File: src/rtl/core/gms_pkg.sv
// Shared types, constants and a helper function for the grid majority smoothing unit.
// No dependencies; used by gms_raster_ctrl, gms_window and grid_majority_smoothing_unit.
`default_nettype none

package gms_pkg;

    // configuration register indexes
    localparam logic [1:0] CFG_GRID_WIDTH      = 2'd0;
    localparam logic [1:0] CFG_GRID_HEIGHT     = 2'd1;
    localparam logic [1:0] CFG_FLOOR_THRESHOLD = 2'd2;

    localparam logic [7:0] GRID_WIDTH_RST      = 8'd100;
    localparam logic [7:0] GRID_HEIGHT_RST     = 8'd100;
    localparam logic [3:0] FLOOR_THRESHOLD_RST = 4'd4;

    localparam logic [7:0] GRID_MIN   = 8'd3;
    localparam logic [7:0] MAX_HEIGHT = 8'd128;
    localparam logic [3:0] WIN_CELLS  = 4'd9;

    // position tag of a beat, carried from the raster counters to the output
    typedef struct packed {
        logic       emit;
        logic       last;
        logic [6:0] row;
        logic [6:0] col;
    } gms_tag_t;

    function automatic logic [3:0] count_ones9(input logic [8:0] v);
        logic [3:0] n;
        n = 4'd0;
        for (int i = 0; i < 9; i++)
        begin
            n = n + {3'd0, v[i]};
        end
        return n;
    endfunction

endpackage

`default_nettype wire

File: src/rtl/core/gms_line_mem.sv
// Two-row line store: one entry per column holding {upper, middle} cells.
// Synchronous write, registered read. Uses no package items.
`default_nettype none

module gms_line_mem #(
    parameter int MAX_WIDTH = 128
) (
    input  wire logic                         clk,
    input  wire logic                         rd_en,
    input  wire logic [$clog2(MAX_WIDTH)-1:0] rd_addr,
    output logic      [1:0]                   rd_data,
    input  wire logic                         wr_en,
    input  wire logic [$clog2(MAX_WIDTH)-1:0] wr_addr,
    input  wire logic [1:0]                   wr_data
);

    logic [1:0] mem [MAX_WIDTH];
    logic [1:0] rd_data_reg;

    always_ff @(posedge clk)
    begin
        if (wr_en)
        begin
            mem[wr_addr] <= wr_data;
        end
    end

    always_ff @(posedge clk)
    begin
        if (rd_en)
        begin
            rd_data_reg <= mem[rd_addr];
        end
    end

    assign rd_data = rd_data_reg;

endmodule

`default_nettype wire

File: src/rtl/core/gms_raster_ctrl.sv
// Raster position counters: wraps column and row against the clamped grid
// size and tags each beat. Depends on gms_pkg.
`default_nettype none

module gms_raster_ctrl #(
    parameter int MAX_WIDTH = 128
) (
    input  wire logic                         clk,
    input  wire logic                         rst_n,
    input  wire logic                         advance,
    input  wire logic [7:0]                   grid_width,
    input  wire logic [7:0]                   grid_height,
    output logic      [$clog2(MAX_WIDTH)-1:0] addr,
    output gms_pkg::gms_tag_t                 tag
);

    localparam int COL_W = $clog2(MAX_WIDTH);
    localparam int WW    = ($clog2(MAX_WIDTH + 1) > 8) ? $clog2(MAX_WIDTH + 1) : 8;
    localparam int OCW   = (COL_W > 7) ? COL_W : 7;

    logic [COL_W-1:0] col_reg, col_next;
    logic [6:0]       row_reg, row_next;

    logic [WW-1:0] w, gw, col_a, col_n;
    logic [7:0]    h, row_a, row_n;
    logic [OCW-1:0] col_m1;

    // clamp grid size
    always_comb
    begin
        gw = WW'(grid_width);
        if (gw < WW'(gms_pkg::GRID_MIN))
            w = WW'(gms_pkg::GRID_MIN);
        else if (gw > WW'(MAX_WIDTH))
            w = WW'(MAX_WIDTH);
        else
            w = gw;
        if (grid_height < gms_pkg::GRID_MIN)
            h = gms_pkg::GRID_MIN;
        else if (grid_height > gms_pkg::MAX_HEIGHT)
            h = gms_pkg::MAX_HEIGHT;
        else
            h = grid_height;
    end

    // position of the arriving cell; wraps if the size shrank mid-grid
    always_comb
    begin
        col_a = WW'(col_reg);
        row_a = {1'b0, row_reg};
        if (col_a >= w)
        begin
            col_a = '0;
            row_a = row_a + 8'd1;
        end
        if (row_a >= h)
        begin
            row_a = 8'd0;
        end
        col_n = col_a + WW'(1);
        row_n = row_a;
        if (col_n >= w)
        begin
            col_n = '0;
            row_n = row_a + 8'd1;
            if (row_n >= h)
            begin
                row_n = 8'd0;
            end
        end
        col_next = COL_W'(col_n);
        row_next = row_n[6:0];
    end

    assign col_m1 = OCW'(col_a) - OCW'(1);

    always_comb
    begin
        addr     = COL_W'(col_a);
        tag.emit = (row_a >= 8'd2) && (col_a >= WW'(2));
        tag.last = (row_a == h - 8'd1) && (col_a == w - WW'(1));
        tag.row  = row_a[6:0] - 7'd1;
        tag.col  = col_m1[6:0];
    end

    always_ff @(posedge clk or negedge rst_n)
    begin
        if (!rst_n)
        begin
            col_reg <= '0;
            row_reg <= '0;
        end
        else if (advance)
        begin
            col_reg <= col_next;
            row_reg <= row_next;
        end
    end

endmodule

`default_nettype wire

File: src/rtl/core/gms_window.sv
// 3x3 window: keeps the two previous columns, counts floor cells and
// applies the threshold. Depends on gms_pkg.
`default_nettype none

module gms_window (
    input  wire logic       clk,
    input  wire logic       rst_n,
    input  wire logic       shift,
    input  wire logic [1:0] upper_mid,
    input  wire logic       lower_cell,
    input  wire logic [3:0] floor_threshold,
    output logic            wall
);

    logic [5:0] window_reg;
    logic [8:0] win;
    logic [3:0] floors;

    // column bits are {upper, middle, lower}; oldest column highest
    assign win    = {window_reg, upper_mid, lower_cell};
    assign floors = gms_pkg::WIN_CELLS - gms_pkg::count_ones9(win);
    assign wall   = !(floors > floor_threshold);

    always_ff @(posedge clk or negedge rst_n)
    begin
        if (!rst_n)
        begin
            window_reg <= '0;
        end
        else if (shift)
        begin
            window_reg <= win[5:0];
        end
    end

endmodule

`default_nettype wire

File: src/rtl/core/grid_majority_smoothing_unit.sv
// Grid majority smoothing unit: one generation of 3x3 cave smoothing.
// Depends on gms_pkg, gms_line_mem, gms_raster_ctrl and gms_window.
//
// Input channel (in_valid/in_ready, cell_in): one cell per beat in raster
// order, 0 floor, 1 wall. Output channel (out_valid/out_ready): one beat
// per interior cell with cell_out, out_row, out_col and last_cell on the
// final interior cell. Border cells produce no beat.
// Configuration: cfg_write with cfg_index (0 width, 1 height, 2 threshold)
// and cfg_data; write only while the unit is idle.
// An accepted cell passes the window stage register, then the output register.
// Throughput: one cell per cycle unless stalled; the line store is read in the
// accept cycle and written back when the window stage commits.
// Stall: a held output register stalls the window stage only when that
// stage holds a result; in_ready then drops until out_ready returns.
// Reset: counters, window and configuration (100 x 100, threshold 4) are
// restored; the line store is not cleared and is filled by the first rows.
`default_nettype none

module grid_majority_smoothing_unit #(
    parameter int MAX_WIDTH = 128
) (
    input  wire logic       clk,
    input  wire logic       rst_n,
    input  wire logic       cfg_write,
    input  wire logic [1:0] cfg_index,
    input  wire logic [7:0] cfg_data,
    input  wire logic       in_valid,
    output logic            in_ready,
    input  wire logic       cell_in,
    output logic            out_valid,
    input  wire logic       out_ready,
    output logic            cell_out,
    output logic      [6:0] out_row,
    output logic      [6:0] out_col,
    output logic            last_cell
);

    localparam int COL_W = $clog2(MAX_WIDTH);

    logic [7:0] grid_width_reg;
    logic [7:0] grid_height_reg;
    logic [3:0] floor_threshold_reg;

    logic              accept, can_move, commit, wall;
    logic [COL_W-1:0]  rd_addr;
    logic [1:0]        rd_data;
    gms_pkg::gms_tag_t tag;

    logic              s1_valid_reg, s1_valid_next;
    logic              s1_cell_reg;
    logic [COL_W-1:0]  s1_addr_reg;
    gms_pkg::gms_tag_t s1_tag_reg;

    logic       out_valid_reg, out_valid_next;
    logic       cell_out_reg;
    logic [6:0] out_row_reg, out_col_reg;
    logic       last_cell_reg;

    always_ff @(posedge clk or negedge rst_n)
    begin
        if (!rst_n)
        begin
            grid_width_reg      <= gms_pkg::GRID_WIDTH_RST;
            grid_height_reg     <= gms_pkg::GRID_HEIGHT_RST;
            floor_threshold_reg <= gms_pkg::FLOOR_THRESHOLD_RST;
        end
        else if (cfg_write)
        begin
            case (cfg_index)
                gms_pkg::CFG_GRID_WIDTH:      grid_width_reg      <= cfg_data;
                gms_pkg::CFG_GRID_HEIGHT:     grid_height_reg     <= cfg_data;
                gms_pkg::CFG_FLOOR_THRESHOLD: floor_threshold_reg <= cfg_data[3:0];
                default:                      ;
            endcase
        end
    end

    // window stage moves on unless its result has nowhere to go
    assign can_move = !s1_valid_reg || !s1_tag_reg.emit || !out_valid_reg || out_ready;
    assign commit   = s1_valid_reg && can_move;
    assign in_ready = can_move;
    assign accept   = in_valid && in_ready;

    gms_raster_ctrl #(
        .MAX_WIDTH (MAX_WIDTH)
    ) u_raster (
        .clk         (clk),
        .rst_n       (rst_n),
        .advance     (accept),
        .grid_width  (grid_width_reg),
        .grid_height (grid_height_reg),
        .addr        (rd_addr),
        .tag         (tag)
    );

    gms_line_mem #(
        .MAX_WIDTH (MAX_WIDTH)
    ) u_line_mem (
        .clk     (clk),
        .rd_en   (accept),
        .rd_addr (rd_addr),
        .rd_data (rd_data),
        .wr_en   (commit),
        .wr_addr (s1_addr_reg),
        .wr_data ({rd_data[0], s1_cell_reg})
    );

    gms_window u_window (
        .clk             (clk),
        .rst_n           (rst_n),
        .shift           (commit),
        .upper_mid       (rd_data),
        .lower_cell      (s1_cell_reg),
        .floor_threshold (floor_threshold_reg),
        .wall            (wall)
    );

    always_comb
    begin
        s1_valid_next = s1_valid_reg;
        if (accept)
            s1_valid_next = 1'b1;
        else if (commit)
            s1_valid_next = 1'b0;
    end

    always_comb
    begin
        out_valid_next = out_valid_reg;
        if (commit && s1_tag_reg.emit)
            out_valid_next = 1'b1;
        else if (out_ready)
            out_valid_next = 1'b0;
    end

    always_ff @(posedge clk or negedge rst_n)
    begin
        if (!rst_n)
        begin
            s1_valid_reg  <= 1'b0;
            out_valid_reg <= 1'b0;
        end
        else
        begin
            s1_valid_reg  <= s1_valid_next;
            out_valid_reg <= out_valid_next;
        end
    end

    always_ff @(posedge clk)
    begin
        if (accept)
        begin
            s1_cell_reg <= cell_in;
            s1_addr_reg <= rd_addr;
            s1_tag_reg  <= tag;
        end
        if (commit && s1_tag_reg.emit)
        begin
            cell_out_reg  <= wall;
            out_row_reg   <= s1_tag_reg.row;
            out_col_reg   <= s1_tag_reg.col;
            last_cell_reg <= s1_tag_reg.last;
        end
    end

    assign out_valid = out_valid_reg;
    assign cell_out  = cell_out_reg;
    assign out_row   = out_row_reg;
    assign out_col   = out_col_reg;
    assign last_cell = last_cell_reg;

    // consecutive beats never touch the same line store entry
    a_no_rw_collision: assert property (@(posedge clk) disable iff (!rst_n)
        (accept && commit) |-> (rd_addr != s1_addr_reg))
        else $error("line store read and write hit the same column");

    // a held result in the window stage blocks new input
    a_stall_blocks_input: assert property (@(posedge clk) disable iff (!rst_n)
        (s1_valid_reg && s1_tag_reg.emit && out_valid_reg && !out_ready) |-> !in_ready)
        else $error("input accepted while window stage is blocked");

    // every accepted beat occupies the window stage next cycle
    a_accept_fills_stage: assert property (@(posedge clk) disable iff (!rst_n)
        accept |=> s1_valid_reg)
        else $error("accepted beat lost before window stage");

    // an emitting commit always leaves a result in the output register
    a_commit_loads_output: assert property (@(posedge clk) disable iff (!rst_n)
        (commit && s1_tag_reg.emit) |=> out_valid_reg)
        else $error("result dropped at output register");

endmodule

`default_nettype wire

File: config.mk
export PLATFORM = sky130hd
export DESIGN_NAME = grid_majority_smoothing_unit
export DESIGN_NICKNAME = d
export VERILOG_FILES = /design/src/rtl/core/gms_pkg.sv /design/src/rtl/core/gms_line_mem.sv /design/src/rtl/core/gms_raster_ctrl.sv /design/src/rtl/core/gms_window.sv /design/src/rtl/core/grid_majority_smoothing_unit.sv
export SDC_FILE = /design/constraint.sdc
export NUM_CORES = 1
export LEC_CHECK = 0
export BUFFER_PORTS_ARGS = -buffer_cell sky130_fd_sc_hd__buf_4
export CAP_MARGIN = 10
export CORE_MARGIN = 2
export CORE_UTILIZATION = 36
export CTS_BUF_LIST = sky130_fd_sc_hd__clkbuf_4
export CTS_CLUSTER_DIAMETER = 100
export DETAILED_ROUTE_END_ITERATION = 16
export GPL_ROUTABILITY_DRIVEN = 0
export HOLD_SLACK_MARGIN = 0.15
export PLACE_DENSITY = 0.56
export SLEW_MARGIN = 0
export SYNTH_ARGS = -nofsm -noshare
export SYNTH_HDL_FRONTEND = slang
export SYNTH_SLANG_ARGS = --single-unit
File: constraint.sdc
create_clock -name clk -period 11.8 [get_ports clk]
set_input_delay 1.18 -clock clk [delete_from_list [all_inputs] [get_ports clk]]
set_output_delay 1.18 -clock clk [all_outputs]
set_load 0.1 [all_outputs]
==> results of run 1 <==
[layout make-up]
type	instances	area (µm²)
sequential	340	10000
timing repair buffer	63	473
clock inverter	27	198
antenna	1	2.50
inverter	54	208
tap	600	751
multi-input combinational	843	5920
clock buffer	132	991
fill	4298	26600
[worst reg2reg max path: cells and delay by family (launching register included)]
family	cells	cell delay, ns
AOI/OAI and AO/OA	9	2.68
xor gates and xnor gates	2	0.47
adders and majority gates	4	1.05
buffers and inverters	3	0.72
DFF	1	0.39
and+or+nand+nor	11	2.41
[stage by stage]
stage | setup WS [ns] | power, W | instances | hold WS [ns] | area (µm²)
floorplan | 5.33 | 0.00296 | 1300 | 0.400 | 16400
global placement | 4.33 | 0.00355 | 1900 | 0.404 | 17400
detailed placement | 4.15 | 0.00357 | 1900 | 0.407 | 17400
CTS | 4.14 | 0.00467 | 2059 | 0.335 | 18500
global route | 3.38 | 0.00491 | 2060 | 0.379 | 18600
finish | 4.03 | 0.00462 | 2060 | 0.396 | 18600
[where the power goes]
| group | total, W | switching (W) | internal [W] | leakage, nW |
|---|---|---|---|---|
| Combinational | 0.00190 | 0.00126 | 0.000644 | 2.60 |
| Clock | 0.00107 | 0.000495 | 0.000579 | 0.701 |
| Sequential | 0.00165 | 0.000112 | 0.00153 | 3.21 |
| Total | 0.00462 | 0.00187 | 0.00276 | 6.51 |
[cell usage after synthesis (6+ instances only)]
| library cell | instances |
|---|---|
| xnor2_1 | 27 |
| mux4_2 | 12 |
| xor2_1 | 13 |
| inv_1 | 48 |
| a31oi_1 | 18 |
| o22ai_1 | 6 |
| mux2i_1 | 43 |
| o21ai_0 | 45 |
| dfrtp_1 | 35 |
| nor2b_1 | 13 |
| a22o_1 | 6 |
| o31ai_1 | 9 |
| or3_1 | 7 |
| a21oi_1 | 23 |
| a21o_1 | 8 |
| o211ai_1 | 9 |
| nor3_1 | 21 |
| a211oi_1 | 8 |
| nand4_1 | 16 |
| nor4_1 | 9 |
| nor2_1 | 186 |
| and3_1 | 6 |
| o21a_1 | 6 |
| buf_1 | 9 |
| nand3_1 | 37 |
| dfstp_2 | 7 |
| clkbuf_1 | 41 |
| nand3b_1 | 8 |
| nand2_1 | 87 |
| o2111ai_1 | 6 |
| nand2b_1 | 7 |
| ha_1 | 51 |
| edfxtp_1 | 298 |
| buf_2 | 9 |
| o32ai_1 | 6 |
| a221oi_1 | 10 |
| mux2_2 | 41 |
| o311ai_0 | 8 |
[kinds of logic (layout without fill, tap and decap cells)]
| logic type | count (synthesis) | count (layout) | share of synthesized area (%) |
|---|---|---|---|
| buffers and inverters | 117 | 276 | 2.92 |
| XOR/XNOR | 40 | 40 | 2.14 |
| multiplexers | 98 | 98 | 7.31 |
| adder cells (fa/ha/maj) | 55 | 55 | 4.38 |
| AO/OA/AOI/OAI | 223 | 223 | 9.99 |
| flip-flops | 340 | 340 | 61.1 |
| other | 0 | 1 | 0 |
| AND/OR/NAND/NOR | 427 | 427 | 12.2 |
[layer usage]
| layer | part of all wire [%] | vias to the layer above |
|---|---|---|
| li1 | - | 5169 |
| met2 | 47 | 446 |
| met4 | 4.1 | 0 |
| met1 | 41 | 5604 |
| met5 | 0 | - |
| met3 | 7.4 | 106 |
[final timing paths]
check                                 endpoint               from  slack [ns]  depth (start not counted)
hold reg to reg                     out_row[2]      s1_tag_reg[9]        0.42                          0
max in group asynchronous  u_raster.col_reg[1]              rst_n       10.94                          1
hold / removal             u_raster.col_reg[0]              rst_n        0.40                          1
setup / recovery           u_raster.row_reg[5]  grid_width_reg[6]        4.03                         29
setup reg to reg           u_raster.row_reg[5]  grid_width_reg[6]        4.03                         29
min in group clk                    out_row[2]      s1_tag_reg[9]        0.42                          0
==> impl_results.md, run 1 <==
* Status: finished clean
* Yosys reg bits at 340
* Min Clock Period, post-route at 7.77 ns
* Yosys top cell area share at 54.6%
* Commonest non-fill, non-tap cell in the layout: edfxtp_1
* Final period util at 65.9%
* ANT nets after route at 0
* Critical-path maximum fanout at 34
* Vias per inst at between 5 and 6
* Required @ worst endpoint at 12.50 ns
* Routed wire length at roughly 46,000 µm
* Slowest-stage cell, CP: a2111oi_0
* Measured slew at the worst slew-check pin at 1.21 ns
* Min-Delay Path Class: input port to asynchronous set/reset pin
* Slew headroom at 19.1%
* Critical Path End Type: flop
* Nets at 1,464
* Top cells by area, synth: edfxtp_1, dfrtp_1, nor2_1
* Net count after synthesis at 1,371
* CP Buf/Inv Count at 3
* Die ar. at about 47,000 µm²
* Post-CTS setup buffers at 0
* H-Tree Depth at 3
* Hold Buf Count CTS at 0
* M2 GR Usage at 31.6%
* Count of cell types in the netlist at 81
* Number of synthesized flops with an enable pin at 298
* Initial drt markers at 1,010
* Maximum vdd drop at 0.133 mV
* Final setup viols at 0
* Site row count at 78
* Setup TNS at 0 ns
* Layout area overhead at 13.2%
* Core Util, Final at 41.1%
* I/O pin cnt at 34
* Synth Cell Area at 16,400 µm²
* Global route overflow at 0
* Crit start category: flop
* Area leader, netlist: edfxtp_1
* Via count at roughly 11,000
* Most Crowded Layer GR: met2
* Final Hold Vio Count at 0
* Pre-antenna DRT Iters at 5
* Core region area at 45,200 µm²
* Largest register FFs at 256
* Detailed placement HPWL at 29,700 µm
* Initial core utilization at 36.3%
* Worst-skew pair later-pin latency at roughly 0.81 ns
* Synthesized area per cell at 12.6 µm²
* TritonCTS clock tree: yes
* Largest delay contributor family on the critical path: compound AO/OA/AOI/OAI gates
* P_leak at 6.51 nW
* Most frequent cells in the layout: edfxtp_1, nor2_1, clkbuf_4
* Die Ht at 217 µm
* Routing usage on met1 at 24.7%
* CTS root buf: clkbuf_4
* Largest net degree at the start of global routing at 75
* Clock Path Buffers at 3
* Most used cell, CP: ha_1
* GRT met3 Usage at between 5 and 6%
* Async SR Flop Fraction at between 10% and 20%
* Max-Cap Viols at 0
* Top_reg_cell synth: edfxtp_1
* First-pass GRT wire length at 69,700 µm
* WS Path Type: flop to flop
* Share of cells above drive strength 1 at 19.9%
* Power Density at 249 nW/µm²
* Clk slew on worst S/H paths at 0.06 ns
* Worst Clk Skew at 0.0601 ns
* Die X at between 200 and 250 µm
* Sink Count at 340
* YS warnings at 0
* Fmax at 129 MHz
* Post-Syn Instances at ~1,300
* # DRC at 0
* Crit path arrival time at 8.47 ns
* Antenna violations before repair at 1
* CP peak stage delay at 0.51 ns
* Post_cts resized at 0
* Number of global-route vias before repair at 11,600
* DR WL/cell at 22.4 µm
* # port buffers at 33
* Cts bufs inserted at 91
* RSZ-0062 raised after global routing: no
* Aggregate global-route resource usage at 19.7%
* Slew Viols, Final at 0
* Register area share after synthesis at 61.1%
Power figures use the tool's default switching activity.
==> run 2, diff against run 1 <==
--- a/config.mk
+++ b/config.mk
@@ -14,7 +14,7 @@
 export DETAILED_ROUTE_END_ITERATION = 16
 export GPL_ROUTABILITY_DRIVEN = 0
 export HOLD_SLACK_MARGIN = 0.15
-export PLACE_DENSITY = 0.56
+export PLACE_DENSITY = 0.57
 export SLEW_MARGIN = 0
 export SYNTH_ARGS = -nofsm -noshare
 export SYNTH_HDL_FRONTEND = slang
==> constraint.sdc (replaced) <==
create_clock -name clk -period 6.3 [get_ports clk]
set_input_delay 0.63 -clock clk [delete_from_list [all_inputs] [get_ports clk]]
set_output_delay 0.63 -clock clk [all_outputs]
set_load 0.1 [all_outputs]
==> run 2 against run 1 <==
Effect of this change:
- clock skew up 0.020 ns
- via count up 3.0%
- register-to-register slack worse by 3.8 ns
- combinational power up 110%
- global-route usage about the same
- hold slack worse by 0.11 ns
- maximum frequency up 29%
- final cell count up 2.6%
- non-clock buffer count up 55
- cell area up 2.4%
- wire length up 0.50%
- clock power up 74%
- critical endpoint unchanged
==> impl_results.md, run 2 (same netlist as run 1, synthesis figures left out) <==
* Clock power frac at 21.1%
* Commonest non-fill, non-tap cell in the layout: edfxtp_1
* Cell total after placement at 1,935
* Largest net degree at the start of global routing at 106
* Die Ht at 217 µm
* Pre-antenna DRT Iters at 8
* H-Tree Depth at 3
* Worst-skew pair later-pin latency at 0.84 ns
* Internal Pwr Total at 0.00522 W
* Fmax at around 170 MHz
* # port buffers at 33
* Nets at 1,517
* Routed wire length at ~46,000 µm
* Slowest-stage cell, CP: or3_4
* Post-route cell area at around 19,000 µm²
* Largest delay contributor family on the critical path: compound AO/OA/AOI/OAI gates
* Layout Cells excl Fill at 2,114
* CP peak stage delay at around 0.42 ns
* WS Path Type: flop to flop
* I/O pin cnt at 34
* Die X at about 220 µm
* Sink Count at 340
* Psw at 0.00358 W
* Maximum vdd drop at approximately 0.28 mV
* Aggregate global-route resource usage at 19.7%
* Largest register FFs at 256
* Antenna violations before repair at 2
* Area of the multi-input gates at about 6000 µm²
* DR WL/cell at about 22 µm
* Final Hold Vio Count at 0
* Final setup viols at 0
* Via count at 11,700
* Hold WS at 0.282 ns
* Clock Path Buffers at 3
* Vias per inst at 5.52
* ANT nets after route at 0
* CP Buf/Inv Count at 2
* Initial core utilization at 36.3%
* Layout area overhead at 15.9%
* Number of global-route vias before repair at 11,600
* Setup TNS at 0 ns
* Detailed placement HPWL at 30,100 µm
* Share of cells above drive strength 1 at 23.1%
* Site row count at between 70 and 80
* # DRC at 0
* Most used cell, CP: ha_1
* Dpl cell area at between 15,000 and 20,000 µm²
* First-pass GRT wire length at 69,900 µm
* Share of power burned in registers at around a third
* Global route overflow at 0
* Max-Cap Viols at 0
* Part of the power in combinational logic at 44.6%
* Initial drt markers at 1,232
* Required @ worst endpoint at 6.98 ns
* Status: finished clean
* Final period util at 95.7%
* Clk slew on worst S/H paths at 0.07 ns
* Register area at 10,000 µm²
* CTS root buf: clkbuf_4
* Sw Ratio at 40.7%
* Crit path arrival time at around 6.7 ns
* Core Util, Final at 42.1%
* Slew Viols, Final at 0
* Crit start category: flop
* Min Clock Period, post-route at 6.03 ns
* Most frequent cells in the layout: edfxtp_1, nor2_1, clkbuf_4
* Slew headroom at 12.8%
* Cts bufs inserted at slightly below 90
* Critical Path End Type: flop
* Power Density at 463 nW/µm²
* Die ar. at 47,200 µm²
* Filler Cell Count at approximately 4,300
* Measured slew at the worst slew-check pin at 1.29 ns
* Critical-path maximum fanout at 6
* TritonCTS clock tree: yes
* Worst Clk Skew at 0.0798 ns
* P_leak at 6.73 nW
* Core region area at about 45,000 µm²
* Min-Delay Path Class: input port to flop
run 2: cell types whose count changed in the layout (fill, tap and decap cells not counted), moves of 3 or more:
cell | before | now
bufinv_16 | 3 | 0
o21ai_0 | 45 | 42
o21ai_1 | 0 | 3
clkinv_1 | 21 | 17
diode_2 | 1 | 6
dlygate4sd3_1 | 0 | 12
inv_2 | 3 | 6
buf_4 | 63 | 106
run 2: stage by stage:
stage	total power [W]	setup WS (ns)
6_report	0.00880	0.272
3_3_place_gp	0.00682	0.0795
4_1_cts	0.00877	0.0401
2_1_floorplan	0.00558	0.0181
5_1_grt	0.00932	-0.0166
3_5_place_dp	0.00687	-0.0254
run 2: worst paths after layout:
path	cells after the start	from	to	slack (ns)
min in group asynchronous	2	rst_n	grid_width_reg[7]	0.35
max reg2reg	27	grid_width_reg[5]	u_raster.row_reg[5]	0.27
min reg2reg	0	s1_tag_reg[7]	out_row[0]	0.42
min	5	cfg_index[0]	grid_width_reg[2]	0.28
max	27	grid_width_reg[5]	u_raster.row_reg[5]	0.27
max in group asynchronous	2	rst_n	u_raster.col_reg[0]	5.47
run 2: area by class of cell:
class	instances	area share, %
diodes	6	0.0790
clock buffers	130	5.14
clock inverters	23	0.593
inverters	54	1.09
multi-input cells	843	31.6
flip-flops and latches	340	52.7
well taps	600	3.95
repair buffers	118	4.82
run 2: layer usage:
| metal | part of all wire [%] | GRT usage, % |
|---|---|---|
| met1 | 42 | 25.7 |
| met2 | 48 | 32.1 |
| met3 | 7.1 | 4.50 |
| met4 | 3.3 | 7.47 |
| met5 | 0 | 0 |
run 2: power by group through the flow:
stage               Sequential, W  Combinational (W)  Clock (W)
floorplan                 0.00331            0.00227          0
global placement          0.00306            0.00376          0
detailed placement        0.00306            0.00381          0
CTS                       0.00302            0.00385    0.00190
global route              0.00304            0.00426    0.00202
finish                    0.00302            0.00392    0.00186
run 2: what timing repair did:
action | in CTS | in global routing
buffers inserted | 2 | 6
setup endpoints to repair | 1 | 7
gates resized for setup | 0 | 19
hold endpoints to repair | 58 | 0
pin swaps | 0 | 10
hold buffers | 12 | 0
run 2: worst reg2reg max path: cells and delay by family (launching register included):
kind / cells / cell delay [ns]
AO/OA/AOI/OAI: 10 / 2.11
AND/OR/NAND/NOR: 9 / 1.86
adder cells (fa/ha/maj): 4 / 1.07
flip-flops: 1 / 0.36
XOR/XNOR: 2 / 0.28
buffers and inverters: 2 / 0.24
==> run 3, diff against run 2 <==
--- a/config.mk
+++ b/config.mk
@@ -7,6 +7,8 @@
 export LEC_CHECK = 0
 export BUFFER_PORTS_ARGS = -buffer_cell sky130_fd_sc_hd__buf_4
 export CAP_MARGIN = 10
+export CELL_PAD_IN_SITES_DETAIL_PLACEMENT = 1
+export CELL_PAD_IN_SITES_GLOBAL_PLACEMENT = 2
 export CORE_MARGIN = 2
 export CORE_UTILIZATION = 36
 export CTS_BUF_LIST = sky130_fd_sc_hd__clkbuf_4
@@ -14,7 +16,7 @@
 export DETAILED_ROUTE_END_ITERATION = 16
 export GPL_ROUTABILITY_DRIVEN = 0
 export HOLD_SLACK_MARGIN = 0.15
-export PLACE_DENSITY = 0.57
+export PLACE_DENSITY = 0.74
 export SLEW_MARGIN = 0
 export SYNTH_ARGS = -nofsm -noshare
 export SYNTH_HDL_FRONTEND = slang
==> run 3 against run 2 <==
Effect of this change:
- hold slack got worse by 0.026 ns
- clock skew fell by 0.025 ns
- worst setup slack improved by 0.0088 ns
- via count rose by 1.2%
- clock-buffer cell count rose by 10
- die area did not move
- power rose by 3.6%
- first-iteration DRC count fell by 26%
- critical path depth rose by 2
- register-to-register slack barely moved
- critical path type unchanged
- largest cell class unchanged
==> impl_results.md, run 3 (same netlist as run 1, synthesis figures left out) <==
* Status: finished clean
* Global route overflow at 0
* Max-Cap Viols at 0
* Min-Delay Path Class: input port to flop
* FF-to-FF path depth at 29
* Vias per inst at 5.53
* DR WL/cell at 23.8 µm
* TritonCTS clock tree: yes
* Register area at 10,000 µm²
* H-Tree Depth at 3
* Worst Clk Skew at between 0.05 and 0.06 ns
* I/O pin cnt at 34
* Clock Path Buffers at 3
* Die X at 217 µm
* Min Clock Period, post-route at approximately 6 ns
* Hold path depth at 5
* Setup TNS at 0 ns
* Measured slew at the worst slew-check pin at 1.18 ns
* Clk slew on worst S/H paths at 0.07 ns
* Maximum vdd drop at 0.288 mV
* Die Ht at 217 µm
* Share of cells above drive strength 1 at approximately 25%
* Initial core utilization at 36.3%
* Most used cell, CP: ha_1
* Filler Cell Count at 4,795
* Required @ worst endpoint at 6.98 ns
* CP Buf/Inv Count at 2
* Critical-path maximum fanout at 5
* Detailed placement HPWL at 32,700 µm
* Layout area overhead at 17.5%
* Via count at 11,800
* Routed wire length at 50,700 µm
* Commonest non-fill, non-tap cell in the layout: edfxtp_1
* First-pass GRT wire length at ~77,000 µm
* ANT nets after route at 0
* Largest delay contributor family on the critical path: simple AND/OR/NAND/NOR gates
* Hold WS at 0.257 ns
* Crit start category: flop
* # port buffers at 33
* Antenna violations before repair at 2
* Slew headroom at 20.3%
* Core region area at 45,200 µm²
* Slowest-stage cell, CP: or3_4
* CTS root buf: clkbuf_4
* WS Path Type: flop to flop
* Worst-skew pair later-pin latency at roughly 0.84 ns
* Final period util at 95.5%
* CP peak stage delay at 0.42 ns
* Nets at 1,528
* Pre-antenna DRT Iters at 7
* Sink Count at 340
* Die ar. at 47,200 µm²
* Final Hold Vio Count at 0
* Fmax at 166 MHz
* Aggregate global-route resource usage at 21.7%
* Crit path arrival time at 6.70 ns
* WP depth at 29
* Area of the multi-input gates at 6070 µm²
* Largest net degree at the start of global routing at between 80 and 90
* P_leak at 6.87 nW
* Critical Path End Type: flop
* Power Density at 473 nW/µm²
* Most frequent cells in the layout: edfxtp_1, nor2_1, clkbuf_4
* Largest register FFs at 256
* Number of global-route vias before repair at 12,500
* Initial drt markers at 909
* Final setup viols at 0
* # DRC at 0
* Site row count at 78
* Slew Viols, Final at 0
* Cts bufs inserted at 93
run 3: tightest hold or removal path: cells and delay by family:
kind | cells | cell delay [ns]
simple gates | 2 | 0.11
buf+inv | 2 | 0.26
compound gates | 1 | 0.07
run 3: layout make-up:
type / instances / area share (%)
Antenna cell: 6 / 0.0780
Clock inverter: 25 / 0.858
Sequential cell: 340 / 52.0
Inverter: 54 / 1.08
Timing Repair Buffer: 125 / 5.05
Clock buffer: 140 / 5.46
Multi-Input combinational cell: 843 / 31.6
Tap cell: 600 / 3.90
run 3: what timing repair did:
action	CTS	global route
gates resized for setup	4	26
pin swaps	0	15
setup buffers	0	10
hold buffers	12	0
hold endpoints to repair	58	0
setup endpoints to repair	4	7
gates cloned	0	0
run 3: power by group:
part	internal, W	total (W)	switching, W
sequential	0.00287	0.00300	0.000123
combinational	0.00142	0.00407	0.00265
clock	0.00110	0.00204	0.000944
total	0.00539	0.00911	0.00372
run 3: worst paths after layout:
| check | slack, ns | to | startpoint |
|---|---|---|---|
| min reg2reg | 0.42 | out_row[6] | s1_tag_reg[13] |
| max | 0.28 | u_raster.row_reg[5] | grid_width_reg[6] |
| min | 0.26 | grid_width_reg[2] | cfg_index[1] |
| min in group asynchronous | 0.36 | grid_width_reg[7] | rst_n |
| max reg2reg | 0.28 | u_raster.row_reg[5] | grid_width_reg[6] |
| max in group asynchronous | 5.49 | u_raster.col_reg[0] | rst_n |
run 3: layer usage:
layer  up-vias  share of wire, %  GRT usage (%)
li1       5307                 -              -
met1      5978                41           27.0
met2       405                50           37.1
met3       115               5.8           4.36
met4         0               3.4           8.38
met5         -                 0              0
run 3: stage by stage:
| stage | std cells | cell area (µm²) | worst slack [ns] | power (W) | utilization [%] |
|---|---|---|---|---|---|
| after floorplan | 1300 | 16400 | 0.0181 | 0.00558 | - |
| after global placement | 1940 | 17700 | 0.0524 | 0.00694 | 39.2 |
| after detailed placement | 1940 | 17700 | -0.0680 | 0.00703 | 39.2 |
| after CTS | 2117 | 19000 | 0.0589 | 0.00911 | 42.1 |
| after global routing | 2132 | 19200 | -0.0245 | 0.00968 | 42.6 |
| final | 2133 | 19200 | 0.281 | 0.00911 | 42.6 |
